<file path="src/design/integer_to_decimal_ascii_assert.svh">
// ----------------------------------------------------------------------------
// Assertion macros for integer_to_decimal_ascii
// Clocked property checks, disabled while reset is held.
// ----------------------------------------------------------------------------
`ifndef INTEGER_TO_DECIMAL_ASCII_ASSERT_SVH
`define INTEGER_TO_DECIMAL_ASCII_ASSERT_SVH

// same-cycle implication
`define I2DA_ASSERT_NOW(lbl, ante, cons, msg) \
    lbl: assert property (@(posedge i_clk) disable iff (!i_rst_n) (ante) |-> (cons)) \
        else $error(msg);

// next-cycle implication
`define I2DA_ASSERT_NEXT(lbl, ante, cons, msg) \
    lbl: assert property (@(posedge i_clk) disable iff (!i_rst_n) (ante) |=> (cons)) \
        else $error(msg);

`endif

</file>
<file path="src/design/i2da_pkg.sv">
// ----------------------------------------------------------------------------
// i2da_pkg
// Shared widths, character codes and types of the decimal ASCII converter.
// ----------------------------------------------------------------------------
`default_nettype none

package i2da_pkg;

    localparam int VALUE_W    = 64;
    localparam int NUM_DIGITS = 20;
    localparam int DIGIT_W    = 4;
    localparam int CNT_W      = $clog2(VALUE_W);
    localparam int IDX_W      = $clog2(NUM_DIGITS);

    localparam logic [7:0] CHAR_ZERO  = 8'h30;
    localparam logic [7:0] CHAR_MINUS = 8'h2D;

    typedef logic [NUM_DIGITS-1:0][DIGIT_W-1:0] t_bcd;
    typedef logic [VALUE_W-1:0]                 t_value;

endpackage

`default_nettype wire

</file>
<file path="src/design/integer_to_decimal_ascii.sv">
// ----------------------------------------------------------------------------
// integer_to_decimal_ascii
// Converts a 64-bit value, unsigned or two's complement, to decimal ASCII.
// ----------------------------------------------------------------------------
// A request is taken only while the block is idle. It then steps a single
// shift-add-3 unit that forms 20 BCD digits, scans down from the top digit
// past the leading zero digits, gives a '-' for a negative signed value, and
// emits the digits (last character marked by tlast). An output stall holds
// the sign and digit steps. The final character may wait in the output
// register while the next request is accepted.
`default_nettype none

`include "integer_to_decimal_ascii_assert.svh"

module integer_to_decimal_ascii (
    input  wire        i_clk,
    input  wire        i_rst_n,
    input  wire        s_axis_tvalid,
    output logic       s_axis_tready,
    input  wire [63:0] s_axis_tdata,   // [63:0] value
    input  wire [0:0]  s_axis_tuser,   // [0] is_signed
    output logic       m_axis_tvalid,
    input  wire        m_axis_tready,
    output logic [7:0] m_axis_tdata,   // [7:0] character
    output logic       m_axis_tlast
);

    localparam logic [2:0] ST_IDLE = 3'd0;
    localparam logic [2:0] ST_CONV = 3'd1;
    localparam logic [2:0] ST_SKIP = 3'd2;
    localparam logic [2:0] ST_SIGN = 3'd3;
    localparam logic [2:0] ST_EMIT = 3'd4;

    logic [2:0]                     r_state, n_state;
    logic [i2da_pkg::CNT_W-1:0]     r_cnt, n_cnt;
    logic [i2da_pkg::IDX_W-1:0]     r_idx, n_idx;
    logic                           r_neg, n_neg;
    i2da_pkg::t_bcd                 r_bcd, n_bcd;
    i2da_pkg::t_value               r_bin, n_bin;
    logic                           r_oval, n_oval;
    logic [7:0]                     r_odata, n_odata;
    logic                           r_olast, n_olast;

    i2da_pkg::t_bcd                 step_bcd;
    i2da_pkg::t_value               step_bin;
    logic [i2da_pkg::DIGIT_W-1:0]   cur_digit;
    logic                           slot_free;
    logic                           in_neg;

    i2da_dabble u_dabble (
        .i_bcd (r_bcd),
        .i_bin (r_bin),
        .o_bcd (step_bcd),
        .o_bin (step_bin)
    );

    assign cur_digit     = r_bcd[r_idx];
    assign slot_free     = !r_oval || m_axis_tready;
    assign in_neg        = s_axis_tuser[0] && s_axis_tdata[63];
    assign s_axis_tready = (r_state == ST_IDLE);

    always_comb begin
        n_state = r_state;
        n_cnt   = r_cnt;
        n_idx   = r_idx;
        n_neg   = r_neg;
        n_bcd   = r_bcd;
        n_bin   = r_bin;
        n_oval  = r_oval && !m_axis_tready;
        n_odata = r_odata;
        n_olast = r_olast;
        case (r_state)
            ST_IDLE: begin
                if (s_axis_tvalid) begin
                    n_neg   = in_neg;
                    n_bin   = in_neg ? (~s_axis_tdata + 64'd1) : s_axis_tdata;
                    n_bcd   = '0;
                    n_cnt   = '0;
                    n_state = ST_CONV;
                end
            end
            ST_CONV: begin
                n_bcd = step_bcd;
                n_bin = step_bin;
                n_cnt = r_cnt + 1'b1;
                if (r_cnt == i2da_pkg::CNT_W'(i2da_pkg::VALUE_W - 1)) begin
                    n_idx   = i2da_pkg::IDX_W'(i2da_pkg::NUM_DIGITS - 1);
                    n_state = ST_SKIP;
                end
            end
            ST_SKIP: begin
                if ((cur_digit == '0) && (r_idx != '0)) begin
                    n_idx = r_idx - 1'b1;
                end else begin
                    n_state = r_neg ? ST_SIGN : ST_EMIT;
                end
            end
            ST_SIGN: begin
                if (slot_free) begin
                    n_oval  = 1'b1;
                    n_odata = i2da_pkg::CHAR_MINUS;
                    n_olast = 1'b0;
                    n_state = ST_EMIT;
                end
            end
            ST_EMIT: begin
                if (slot_free) begin
                    n_oval  = 1'b1;
                    n_odata = i2da_pkg::CHAR_ZERO + {4'd0, cur_digit};
                    n_olast = (r_idx == '0);
                    if (r_idx == '0) begin
                        n_state = ST_IDLE;
                    end else begin
                        n_idx = r_idx - 1'b1;
                    end
                end
            end
            default: begin
                n_state = ST_IDLE;
            end
        endcase
    end

    always_ff @(posedge i_clk) begin
        if (!i_rst_n) begin
            r_state <= ST_IDLE;
            r_oval  <= 1'b0;
        end else begin
            r_state <= n_state;
            r_oval  <= n_oval;
        end
    end

    always_ff @(posedge i_clk) begin
        r_cnt   <= n_cnt;
        r_idx   <= n_idx;
        r_neg   <= n_neg;
        r_bcd   <= n_bcd;
        r_bin   <= n_bin;
        r_odata <= n_odata;
        r_olast <= n_olast;
    end

    assign m_axis_tvalid = r_oval;
    assign m_axis_tdata  = r_odata;
    assign m_axis_tlast  = r_olast;

    `I2DA_ASSERT_NOW(a_sign_only_neg, r_state == ST_SIGN, r_neg, "sign state without negative value")
    `I2DA_ASSERT_NOW(a_minus_not_last, m_axis_tvalid && (m_axis_tdata == i2da_pkg::CHAR_MINUS), !m_axis_tlast, "minus marked last")
    `I2DA_ASSERT_NEXT(a_final_digit, (r_state == ST_EMIT) && slot_free && (r_idx == '0), m_axis_tvalid && m_axis_tlast && (r_state == ST_IDLE), "final digit not marked last")

endmodule

`default_nettype wire

</file>
<file path="src/design/i2da_dabble.sv">
// ----------------------------------------------------------------------------
// i2da_dabble
// One shift-add-3 step: correct every BCD digit of five or more, then shift
// the BCD and binary words left by one bit together.
// ----------------------------------------------------------------------------
`default_nettype none

module i2da_dabble (
    input  wire i2da_pkg::t_bcd   i_bcd,
    input  wire i2da_pkg::t_value i_bin,
    output i2da_pkg::t_bcd        o_bcd,
    output i2da_pkg::t_value      o_bin
);

    i2da_pkg::t_bcd adj;

    genvar g;
    generate
        for (g = 0; g < i2da_pkg::NUM_DIGITS; g++) begin : g_digit
            assign adj[g] = (i_bcd[g] >= 4'd5) ? (i_bcd[g] + 4'd3) : i_bcd[g];
        end
    endgenerate

    assign o_bcd = {adj[i2da_pkg::NUM_DIGITS-1][i2da_pkg::DIGIT_W-2:0],
                    adj[i2da_pkg::NUM_DIGITS-2:0],
                    i_bin[i2da_pkg::VALUE_W-1]};
    assign o_bin = {i_bin[i2da_pkg::VALUE_W-2:0], 1'b0};

endmodule

`default_nettype wire

</file>
<file path="config.mk">
export PLATFORM = sky130hd
export DESIGN_NAME = integer_to_decimal_ascii
export DESIGN_NICKNAME = d
export VERILOG_FILES = /design/src/design/i2da_pkg.sv /design/src/design/integer_to_decimal_ascii.sv /design/src/design/i2da_dabble.sv
export VERILOG_INCLUDE_DIRS = /design/src /design/src/design
export SDC_FILE = /design/constraint.sdc
export NUM_CORES = 1
export LEC_CHECK = 0
export BUFFER_PORTS_ARGS = -buffer_cell sky130_fd_sc_hd__buf_2
export CAP_MARGIN = 20
export CORE_AREA = 3 3 163 165
export CTS_CLUSTER_SIZE = 12
export DETAILED_ROUTE_END_ITERATION = 8
export DIE_AREA = 0 0 166 168
export PLACE_DENSITY = 0.68
export SLEW_MARGIN = 10
export SYNTH_ARGS = -nofsm -noshare
export SYNTH_HDL_FRONTEND = slang
export SYNTH_HIERARCHICAL = 1
export SYNTH_SLANG_ARGS = --single-unit
export TNS_END_PERCENT = 1
</file>
<file path="constraint.sdc">
create_clock -name i_clk -period 3.4 [get_ports i_clk]
set_clock_uncertainty 0.1 [all_clocks]
set_input_delay 0.34 -clock i_clk [delete_from_list [all_inputs] [get_ports i_clk]]
set_output_delay 0.34 -clock i_clk [all_outputs]
set_load 0.005 [all_outputs]
</file>
After elaboration in Yosys (flattened, before gate mapping):

Cells that the tools add are included.

* equal/unequal tests: 13
* add/subtract/negate cells: 24
* bitwise logic cells: 1
* reduce and logical (&&, ||, !) cells: 19
* mux-type cells: 50
* magnitude comparators: 21

Operator list (number)
* $pmux W80 S2: 1
* $mux W64: 2
* $pmux W64 S2: 1
* $ge A4 B3 Y1 const B: 20
* $mux W4: 20
* $mux W80: 1
* $add A4 B2 Y4 const B: 19
* $add A64 B1 Y64 const B: 1
* $not A64 Y64: 1
* $mux W3: 8
* $bmux W4 S5: 1
* $mux W5: 4
* $mux W8: 2
* $ne A2 B2 Y1 const B: 8
* $pmux W8 S2: 1
* $pmux W3 S5: 1
* $pmux W5 S3: 1
* $pmux W6 S2: 1
* $add A6 B4 Y7 const A: 1
* $add A6 B1 Y6 const B: 1
* $eq A3 B2 Y1 const B: 2
* $eq A6 B6 Y1 const B: 1
* $lt A5 B6 Y1 const B: 1
* $mux W6: 1
* other kinds (20): 28

* register bits after elaboration: 169
* output and inout port bits: 11
* word-level logic and storage cells: 156
* bits of input ports: 69

Longest topological paths before layout:

Gate-level depths: netlist of the first run.

* depth in word-level cells: 6
* depth in mapped cells: 10
* depth with buffers taken out: 7

Modules after synthesis:

The synthesis of the first run kept the hierarchy.

Modules (own cells, without submodules)
* integer_to_decimal_ascii: seq. area each 4944.7 um^2, times used 1, area each 8742.1 um^2, cells an instance 782
* i2da_dabble: seq. area each 0.0 um^2, times used 1, area each 2498.6 um^2, cells an instance 382

Worst setup path after synthesis of the first run:

No wires, ideal clock.

* kind: reg2reg
* start point: reg r_state[2]
* end point: reg r_bcd[0] in the netlist's numbering, enable pin
* required time: 2.854 ns
* path buffers: 2
* library setup time: 0.446 ns
* clock period less this slack: 3.452 ns
* arrival: 2.905 ns
* path slack: -0.052 ns
* cell stages (with the launch flop): 6
* cells stage by stage: dfxtp_1 inv_1 and3_1 clkbuf_1 clkbuf_1 or2_2

* cells in the longest elaborated chain, start to end: 3
* elaborated cells on any way between the ends: 5
* classes of those cells: eq/ne (2); reduce/logical (3)

RTL lines
* start: declaration: RTL line integer_to_decimal_ascii.sv:34 `logic [2:0] r_state, n_state;`
* start signal: assignment: RTL line integer_to_decimal_ascii.sv:129 `r_state <= n_state;`
* $eq A3 B1 Y1 or $logic_not A3 Y1 (tied branches): RTL line integer_to_decimal_ascii.sv:72 `case (r_state)`
* $reduce_bool A2 Y1 (no line) or $ne A2 B2 Y1 (tied branches)
* $reduce_and A2 Y1 (no line) *
* end signal: assignment: RTL line integer_to_decimal_ascii.sv:138 `r_bcd <= n_bcd;`
* end: declaration: RTL line integer_to_decimal_ascii.sv:38 `i2da_pkg::t_bcd r_bcd, n_bcd;`

Every way passes the cells marked *; elsewhere a longest branch is shown, timed or not.
A chain may end at the register's enable or synchronous reset.

Final worst setup path of the first run:

* start point: reg r_idx[0] in the netlist's numbering
* end point: reg r_idx[0] in the netlist's numbering, enable pin

* cells in the longest elaborated chain, start to end: 6
* elaborated cells on any way between the ends: 9
* classes of those cells: eq/ne (2); mux (2); reduce/logical (5)

RTL lines
* start: declaration: RTL line integer_to_decimal_ascii.sv:36 `logic [i2da_pkg::IDX_W-1:0] r_idx, n_idx;`
* start signal: assignment: RTL line integer_to_decimal_ascii.sv:136 `r_idx <= n_idx;`
* $bmux W4 S5: RTL line integer_to_decimal_ascii.sv:57 `assign cur_digit = r_bcd[r_idx];`
* $mux W4 (not written as such): RTL line integer_to_decimal_ascii.sv:57
* $logic_not A4 Y1: RTL line integer_to_decimal_ascii.sv:92 `if ((cur_digit == '0) && (r_idx != '0)) begin`
* $logic_and A1 B1 Y1: RTL line integer_to_decimal_ascii.sv:92
* $ne A2 B2 Y1 (no line)
* $reduce_and A5 Y1 (no line) *

Every way passes the cells marked *; elsewhere a longest branch is shown, timed or not. The select of a mux whose other input is x is not followed.

==> results of run 1 <==
how the worst max path moves through the flow:
stage	start	endpoint	slack [ps]	cells after the start
final	r_idx[0]	r_idx[0]	390	8
after detailed placement	r_idx[0]	r_idx[2]	450	8
after global placement	r_idx[0]	r_idx[2]	500	8
after CTS	r_idx[0]	r_idx[4]	420	8
after global routing	r_idx[0]	r_idx[2]	230	8
after floorplan	r_idx[0]	r_idx[0]	380	10
logic make-up (layout without fill, tap and decap cells):
group	Yosys count	in the layout
AND/OR/NAND/NOR	439	439
AO/OA/AOI/OAI	208	208
flip-flops	166	166
buffers and inverters	166	179
XOR/XNOR	85	85
multiplexers	53	53
adder cells (fa/ha/maj)	44	44
other	3	4
flip-flops by register name, indices dropped and copies added, names as in the netlist:
name	count
r_state	3
m_axis_tlast	1
r_bcd	80
r_cnt	6
m_axis_tdata	5
r_neg	1
m_axis_tvalid	1
r_idx	5
r_bin	64
cells in the mapped netlist, types with 30 or more instances:
cell                         n  share of area, %
sky130_fd_sc_hd__a21oi_1    37               1.6
sky130_fd_sc_hd__and2_1     87               4.8
sky130_fd_sc_hd__buf_4      69               4.6
sky130_fd_sc_hd__clkbuf_1   30               1.0
sky130_fd_sc_hd__edfxtp_1  162                43
sky130_fd_sc_hd__ha_1       44               4.9
sky130_fd_sc_hd__inv_1      54               1.8
sky130_fd_sc_hd__mux2i_1    45               4.0
sky130_fd_sc_hd__nand2_1   147               4.9
sky130_fd_sc_hd__nand2b_1   43               2.4
sky130_fd_sc_hd__nor2_1     75               2.5
sky130_fd_sc_hd__o21ai_0    71               3.2
sky130_fd_sc_hd__xnor2_1    62               4.8
final cells by class:
| cell class | count | area [µm²] | share of cell area (%) |
|---|---|---|---|
| clock buffers | 17 | 425 | 3.50 |
| flip-flops and latches | 166 | 4940 | 40.6 |
| repair buffers | 93 | 571 | 4.69 |
| well taps | 330 | 413 | 3.39 |
| inverters | 54 | 203 | 1.67 |
| clock inverters | 15 | 205 | 1.69 |
| multi-input cells | 833 | 5410 | 44.4 |
layer usage:
layer | GRT usage (%) | vias to the layer above | wire, µm
met5 | 0 | - | 29
met4 | 4.38 | 4 | 311
met3 | 3.22 | 26 | 1050
met2 | 26.0 | 175 | 10600
met1 | 21.5 | 3778 | 10300
li1 | - | 3988 | -
power breakdown:
part | internal [mW] | total [mW] | switching (mW)
logic | 1.75 | 4.03 | 2.28
registers | 3.71 | 4.53 | 0.813
clock network | 1.14 | 2.08 | 0.947
stage by stage:
| stage | util [%] | cell area [µm²] | worst slack [ps] | hold WS, ps |
|---|---|---|---|---|
| 2_1_floorplan | - | 11200 | 377 | 349 |
| 3_3_place_gp | 45.8 | 11500 | 499 | 401 |
| 3_5_place_dp | 45.8 | 11500 | 446 | 411 |
| 4_1_cts | 48.3 | 12200 | 418 | 67.8 |
| 5_1_grt | 48.3 | 12200 | 228 | 92.1 |
| 6_report | 48.3 | 12200 | 390 | 91.9 |
worst register-to-register path: cells and delay by family, from the launching register on:
kind                   cells  cell delay (ps)
DFF                        1              400
buffers and inverters      2              440
AOI/OAI and AO/OA          3              770
and+or+nand+nor            2              410
muxes                      1              540
==> summary.md, run 1 <==
| Metric | Value |
|---|---|
| Final max-slew violation count | `0` |
| Worst slew pin tran | `672 ps` |
| Via count of the first global-routing pass | `7472` |
| Number of maximum-capacitance constraint violations | `0` |
| Post-synthesis adder-cell area fraction | `4.90%` |
| Die span in x | `166 µm` |
| Parity-gate share of the synthesized area counting xor and xnor cells | `6.62%` |
| Worst hold stages | `2` |
| # setup viols final | `0` |
| Diodes inserted | `0` |
| Antenna Nets Post-Route | `0` |
| H-tree depth | `4` |
| Average detailed-routed wire length per instance | `14.8 µm` |
| DRC violation count after routing | `0` |
| CP Data Arrival Time | `2980 ps` |
| Gpl congestion | `0.861` |
| Number of storage elements in the synthesis netlist | `166` |
| Required time of the critical path | `3370 ps` |
| Maximum fanout count along the critical path | `13` |
| Largest voltage drop on the vdd net | `0.000491 V` |
| Outcome | `finished clean` |
| Simple-gate area share of the yosys netlist | `19.6%` |
| Top-level I/O count | `80` |
| Ratio of cells with drive above 1 in the final layout | `14.0%` |
| Destination of the worst register-to-register timing path | `r_idx[0]` |
| Leakage component of the power | `4.75 nW` |
| Startpoint of the most critical register-to-register path | `r_idx[0]` |
| Wire length of the first global-routing pass | `36.6 mm` |
| Total count of hold-check failures in the final report | `0` |
| Most frequent cell on the critical path | `sky130_fd_sc_hd__buf_4` |
| CTS Root Cell | `sky130_fd_sc_hd__clkbuf_16` |
| Initial core utilization | `44.6%` |
| Remaining global-route overflow | `0` |
| Count of input and output buffers | `76` |
| Register-to-register path setup slack | `390 ps` |
| Most common library cell in the layout ignoring fill and taps | `sky130_fd_sc_hd__edfxtp_1` |
| Layout fillers | `2293` |
| Antenna violations before repair | `2` |
| Bufs on Longest Clock Path | `2` |
| Power consumption | `10.6 mW` |
| Number of standard cells in the layout, taps in and fillers out | `1508` |
| Dominant delay contributor by cell family on the critical path | `compound AO/OA/AOI/OAI gates` |
| Final critical path time including I/O delays and setup | `3010 ps` |
| Setup total negative slack | `0 ps` |
| Dominant combinational cell family by area after synthesis | `simple AND/OR/NAND/NOR gates` |
| TritonCTS clock tree | `yes` |
| Post-CTS resize count | `0` |
| Share of synthesized area spent on multiplexers | `5.61%` |
| Cell depth of the worst flop-to-flop path | `8` |
| Critical Path Start Type | `flop` |
| Type of element capturing the critical path | `flop` |
| Number of clock buffers inserted by TritonCTS | `17` |
| Top library cells by usage in the layout, fill and taps aside | `sky130_fd_sc_hd__edfxtp_1, sky130_fd_sc_hd__nand2_1, sky130_fd_sc_hd__and2_1` |
| TritonCTS sink count | `166` |
| Min-Delay Path Class | `in -> reg` |
| Critical path start-end classification | `reg -> reg` |
| Total via count after detailed routing | `7971` |
| Number of placed instances with taps included | `1476` |
| Slowest cell delay on critical path | `540 ps` |
| Cell Pwr Density | `874 nW/µm²` |
| Unique cell type count in the Yosys netlist | `55` |
| Async set or reset register ratio after synthesis | `0%` |
| Most used flip-flop cell after synthesis | `sky130_fd_sc_hd__edfxtp_1` |
| Post-CTS clock slew at the launch and capture registers of the worst setup and hold paths | `70 ps` |
| Synthesis Warnings | `6` |
| Final cycle utilization of the critical path | `88.5%` |
| Clock Latency Late Sink | `440 ps` |
| Unrepaired setup endpoints after global routing | `false` |
| Compound-Gate Fraction of Synth Area | `11.1%` |
| Number of hold buffers added after CTS | `0` |
| Row count | `58` |
| Avg Cell Area, Syn | `9.66 µm²` |
| Cell with the largest stage delay on the worst path | `sky130_fd_sc_hd__mux4_2` |
| Layout overhead on the synthesized area | `8.27%` |
| Vertical die dimension | `168 µm` |
| Critical path cell sequence | `buf_4 > mux4_2 > a22oi_1 > nor2_1 > a311oi_1 > nor4bb_1 > buf_4 > o2bb2ai_1` |
| Sequential element share of the synthesized area | `44.0%` |
| Area inside the core boundary | `25200 µm²` |
| Postcts setup bufs | `0` |
| Largest net degree at the start of global routing | `168` |
| Detailed Routing Iterations Pass 1 | `5` |
| Global router's overall resource usage | `15.8%` |
| Number of standard cells after synthesis | `1164` |
| Cell area after synthesis | `11200 µm²` |
| Buffering stage count on the worst path with inverters included | `2` |
| Half-perimeter wire length after detailed placement | `15.4 mm` |
| Max transition margin | `55.2%` |
| EDFF count, synth | `162` |
| Final Routed Wirelength | `22.3 mm` |
| Initial drt markers | `525` |
| Max Clk Rate | `0.332 GHz` |
| # nets final | `1278` |
| Launch instance of the worst min-delay path | `i_rst_n` |
| Total die area | `27900 µm²` |
| Via density | `5.29` |
| Endpoint of the worst hold path | `r_state[1]` |
No activity file was read; power rests on OpenSTA's default activity.
==> run 2, diff against run 1 <==
==> constraint.sdc (replaced) <==
create_clock -name i_clk -period 3.4 [get_ports i_clk]
set_clock_uncertainty 0.1 [all_clocks]
set_input_delay 0.34 -clock i_clk [delete_from_list [all_inputs] [get_ports i_clk]]
set_output_delay 0.34 -clock i_clk [all_outputs]
set_load 0.05 [all_outputs]
==> summary.md, run 2 (synthesized netlist as in run 1, its figures left out) <==
| Metric | Value |
|---|---|
| Wire length of the first global-routing pass | `37.0 mm (+1.1%)` |
| Required time of the critical path | `3360 ps (about the same)` |
| Top-level I/O count | `80 (unchanged)` |
| Setup total negative slack | `0 ps (unchanged)` |
| Max transition margin | `55.6% (+0.40 points)` |
| Die span in x | `166 µm (unchanged)` |
| Post-CTS clock slew at the launch and capture registers of the worst setup and hold paths | `70 ps (about the same)` |
| CP Data Arrival Time | `3060 ps (+80 ps)` |
| Type of element capturing the critical path | `flop` |
| Layout fillers | `2305 (+0.52%)` |
| Final Routed Wirelength | `22.2 mm (-0.27%)` |
| Largest voltage drop on the vdd net | `0.000549 V (+12%)` |
| Initial drt markers | `610 (+16%)` |
| CTS Root Cell | `sky130_fd_sc_hd__clkbuf_16` |
| Count of input and output buffers | `76 (unchanged)` |
| Placed inst area | `11500 µm² (about the same)` |
| Area inside the core boundary | `25200 µm² (unchanged)` |
| Worst slew pin tran | `665 ps (-7.41 ps)` |
| Critical path start-end classification | `reg -> reg` |
| Top library cells by usage in the layout, fill and taps aside | `sky130_fd_sc_hd__edfxtp_1, sky130_fd_sc_hd__nand2_1, sky130_fd_sc_hd__and2_1` |
| Most common library cell in the layout ignoring fill and taps | `sky130_fd_sc_hd__edfxtp_1` |
| Ratio of cells with drive above 1 in the final layout | `13.9% (-0.061 points)` |
| Bufs on Longest Clock Path | `2 (unchanged)` |
| Final non-filler cell area | `12100 µm² (-0.34%)` |
| Antenna violations before repair | `1 (-1)` |
| Postcts setup bufs | `0 (unchanged)` |
| Via count of the first global-routing pass | `7551 (+1.1%)` |
| Post-CTS resize count | `0 (unchanged)` |
| DRC violation count after routing | `0 (unchanged)` |
| Leakage component of the power | `4.73 nW (-0.37%)` |
| # setup viols final | `0 (unchanged)` |
| Cell Pwr Density | `876 nW/µm² (+0.20%)` |
| Detailed Routing Iterations Pass 1 | `5 (unchanged)` |
| Cell depth of the worst flop-to-flop path | `8 (unchanged)` |
| Average detailed-routed wire length per instance | `14.8 µm (-0.14%)` |
| Max Clk Rate | `0.323 GHz (-2.8%)` |
| Unrepaired setup endpoints after global routing | `false` |
| Antenna Nets Post-Route | `0 (unchanged)` |
| TritonCTS clock tree | `yes` |
| Initial core utilization | `44.6% (unchanged)` |
| Via density | `5.29 (about the same)` |
| H-tree depth | `4 (unchanged)` |
| Number of flip-flops under the largest register name | `80 (unchanged)` |
| Worst hold stages | `2 (unchanged)` |
| Total die area | `27900 µm² (unchanged)` |
| Largest regs | `r_bcd (80), r_bin (64), r_cnt (6)` |
| Number of clock buffers inserted by TritonCTS | `17 (unchanged)` |
| Gpl congestion | `0.893 (+3.8%)` |
| Total via count after detailed routing | `7964 (-0.088%)` |
| Number of hold buffers added after CTS | `0 (unchanged)` |
| Final Worst Setup Slack | `302 ps (-88.0 ps)` |
| Remaining global-route overflow | `0 (unchanged)` |
| Number of maximum-capacitance constraint violations | `0 (unchanged)` |
| Layout overhead on the synthesized area | `7.90%` |
| Global router's overall resource usage | `15.8% (+0.026 points)` |
| Power consumption | `10.6 mW (-0.14%)` |
| Final max-slew violation count | `0 (unchanged)` |
| Final critical path time including I/O delays and setup | `3100 ps (+88.0 ps)` |
| Register ranked first by flip-flop count | `r_bcd` |
| Place WS | `365 ps (-81.3 ps)` |
| Final cycle utilization of the critical path | `91.1% (+2.6 points)` |
| Clock Latency Late Sink | `430 ps (about the same)` |
| Outcome | `finished clean` |
| Vertical die dimension | `168 µm (unchanged)` |
| Half-perimeter wire length after detailed placement | `15.5 mm (+1.1%)` |
| Maximum fanout count along the critical path | `24 (+11)` |
| Critical Path Start Type | `flop` |
| Fin Hold WS | `99.1 ps (+7.21 ps)` |
| Largest net degree at the start of global routing | `168 (unchanged)` |
| TritonCTS sink count | `166 (unchanged)` |
| Diodes inserted | `0 (unchanged)` |
| Row count | `58 (unchanged)` |
| Min-Delay Path Class | `in -> reg` |
| # nets final | `1276 (-0.16%)` |
| Total count of hold-check failures in the final report | `0 (unchanged)` |
[run 2: critical path, stage by stage (launching register included)]
cell	delay, ps
sky130_fd_sc_hd__edfxtp_1	540
sky130_fd_sc_hd__buf_12	250
sky130_fd_sc_hd__mux4_2	520
sky130_fd_sc_hd__a22oi_1	220
sky130_fd_sc_hd__nor2_1	70
sky130_fd_sc_hd__a311oi_1	290
sky130_fd_sc_hd__nor4bb_1	290
sky130_fd_sc_hd__buf_4	190
sky130_fd_sc_hd__o2bb2ai_1	280
[run 2: cell type report]
cell class | count | area (µm²) | share of cell area (%)
sequential | 166 | 4940 | 40.8
multi-input combinational | 833 | 5410 | 44.6
tap | 330 | 413 | 3.40
timing repair buffer | 91 | 556 | 4.58
clock buffer | 17 | 425 | 3.51
inverter | 54 | 203 | 1.67
clock inverter | 15 | 174 | 1.43
[run 2: routing by layer]
| metal | wire (µm) | share of wire (%) | track usage (%) |
|---|---|---|---|
| met5 | 13 | 0.058 | 0 |
| met4 | 285 | 1.3 | 4.09 |
| met3 | 1070 | 4.8 | 3.12 |
| met2 | 10300 | 47 | 25.7 |
| met1 | 10500 | 47 | 22.0 |
[run 2: report_power, final]
part / leakage [nW] / total (mW) / switching [mW] / internal [mW]
logic: 2.79 / 4.06 / 2.31 / 1.75
registers: 1.64 / 4.57 / 0.852 / 3.71
clock network: 0.299 / 2.00 / 0.941 / 1.06
total: 4.73 / 10.6 / 4.10 / 6.52
[run 2: metrics by stage]
stage | cells | util [%]
2_1_floorplan | 1165 | -
3_3_place_gp | 1474 | 45.8
3_5_place_dp | 1474 | 45.8
4_1_cts | 1506 | 48.2
5_1_grt | 1506 | 48.2
6_report | 1506 | 48.2
[run 2: worst paths after layout]
check                 start    endpoint  slack [ps]
setup reg to reg   r_idx[0]    r_idx[3]         300
setup / recovery   r_idx[0]    r_idx[3]         300
hold reg to reg   r_bin[21]   r_bin[22]         420
hold / removal      i_rst_n  r_state[1]         100
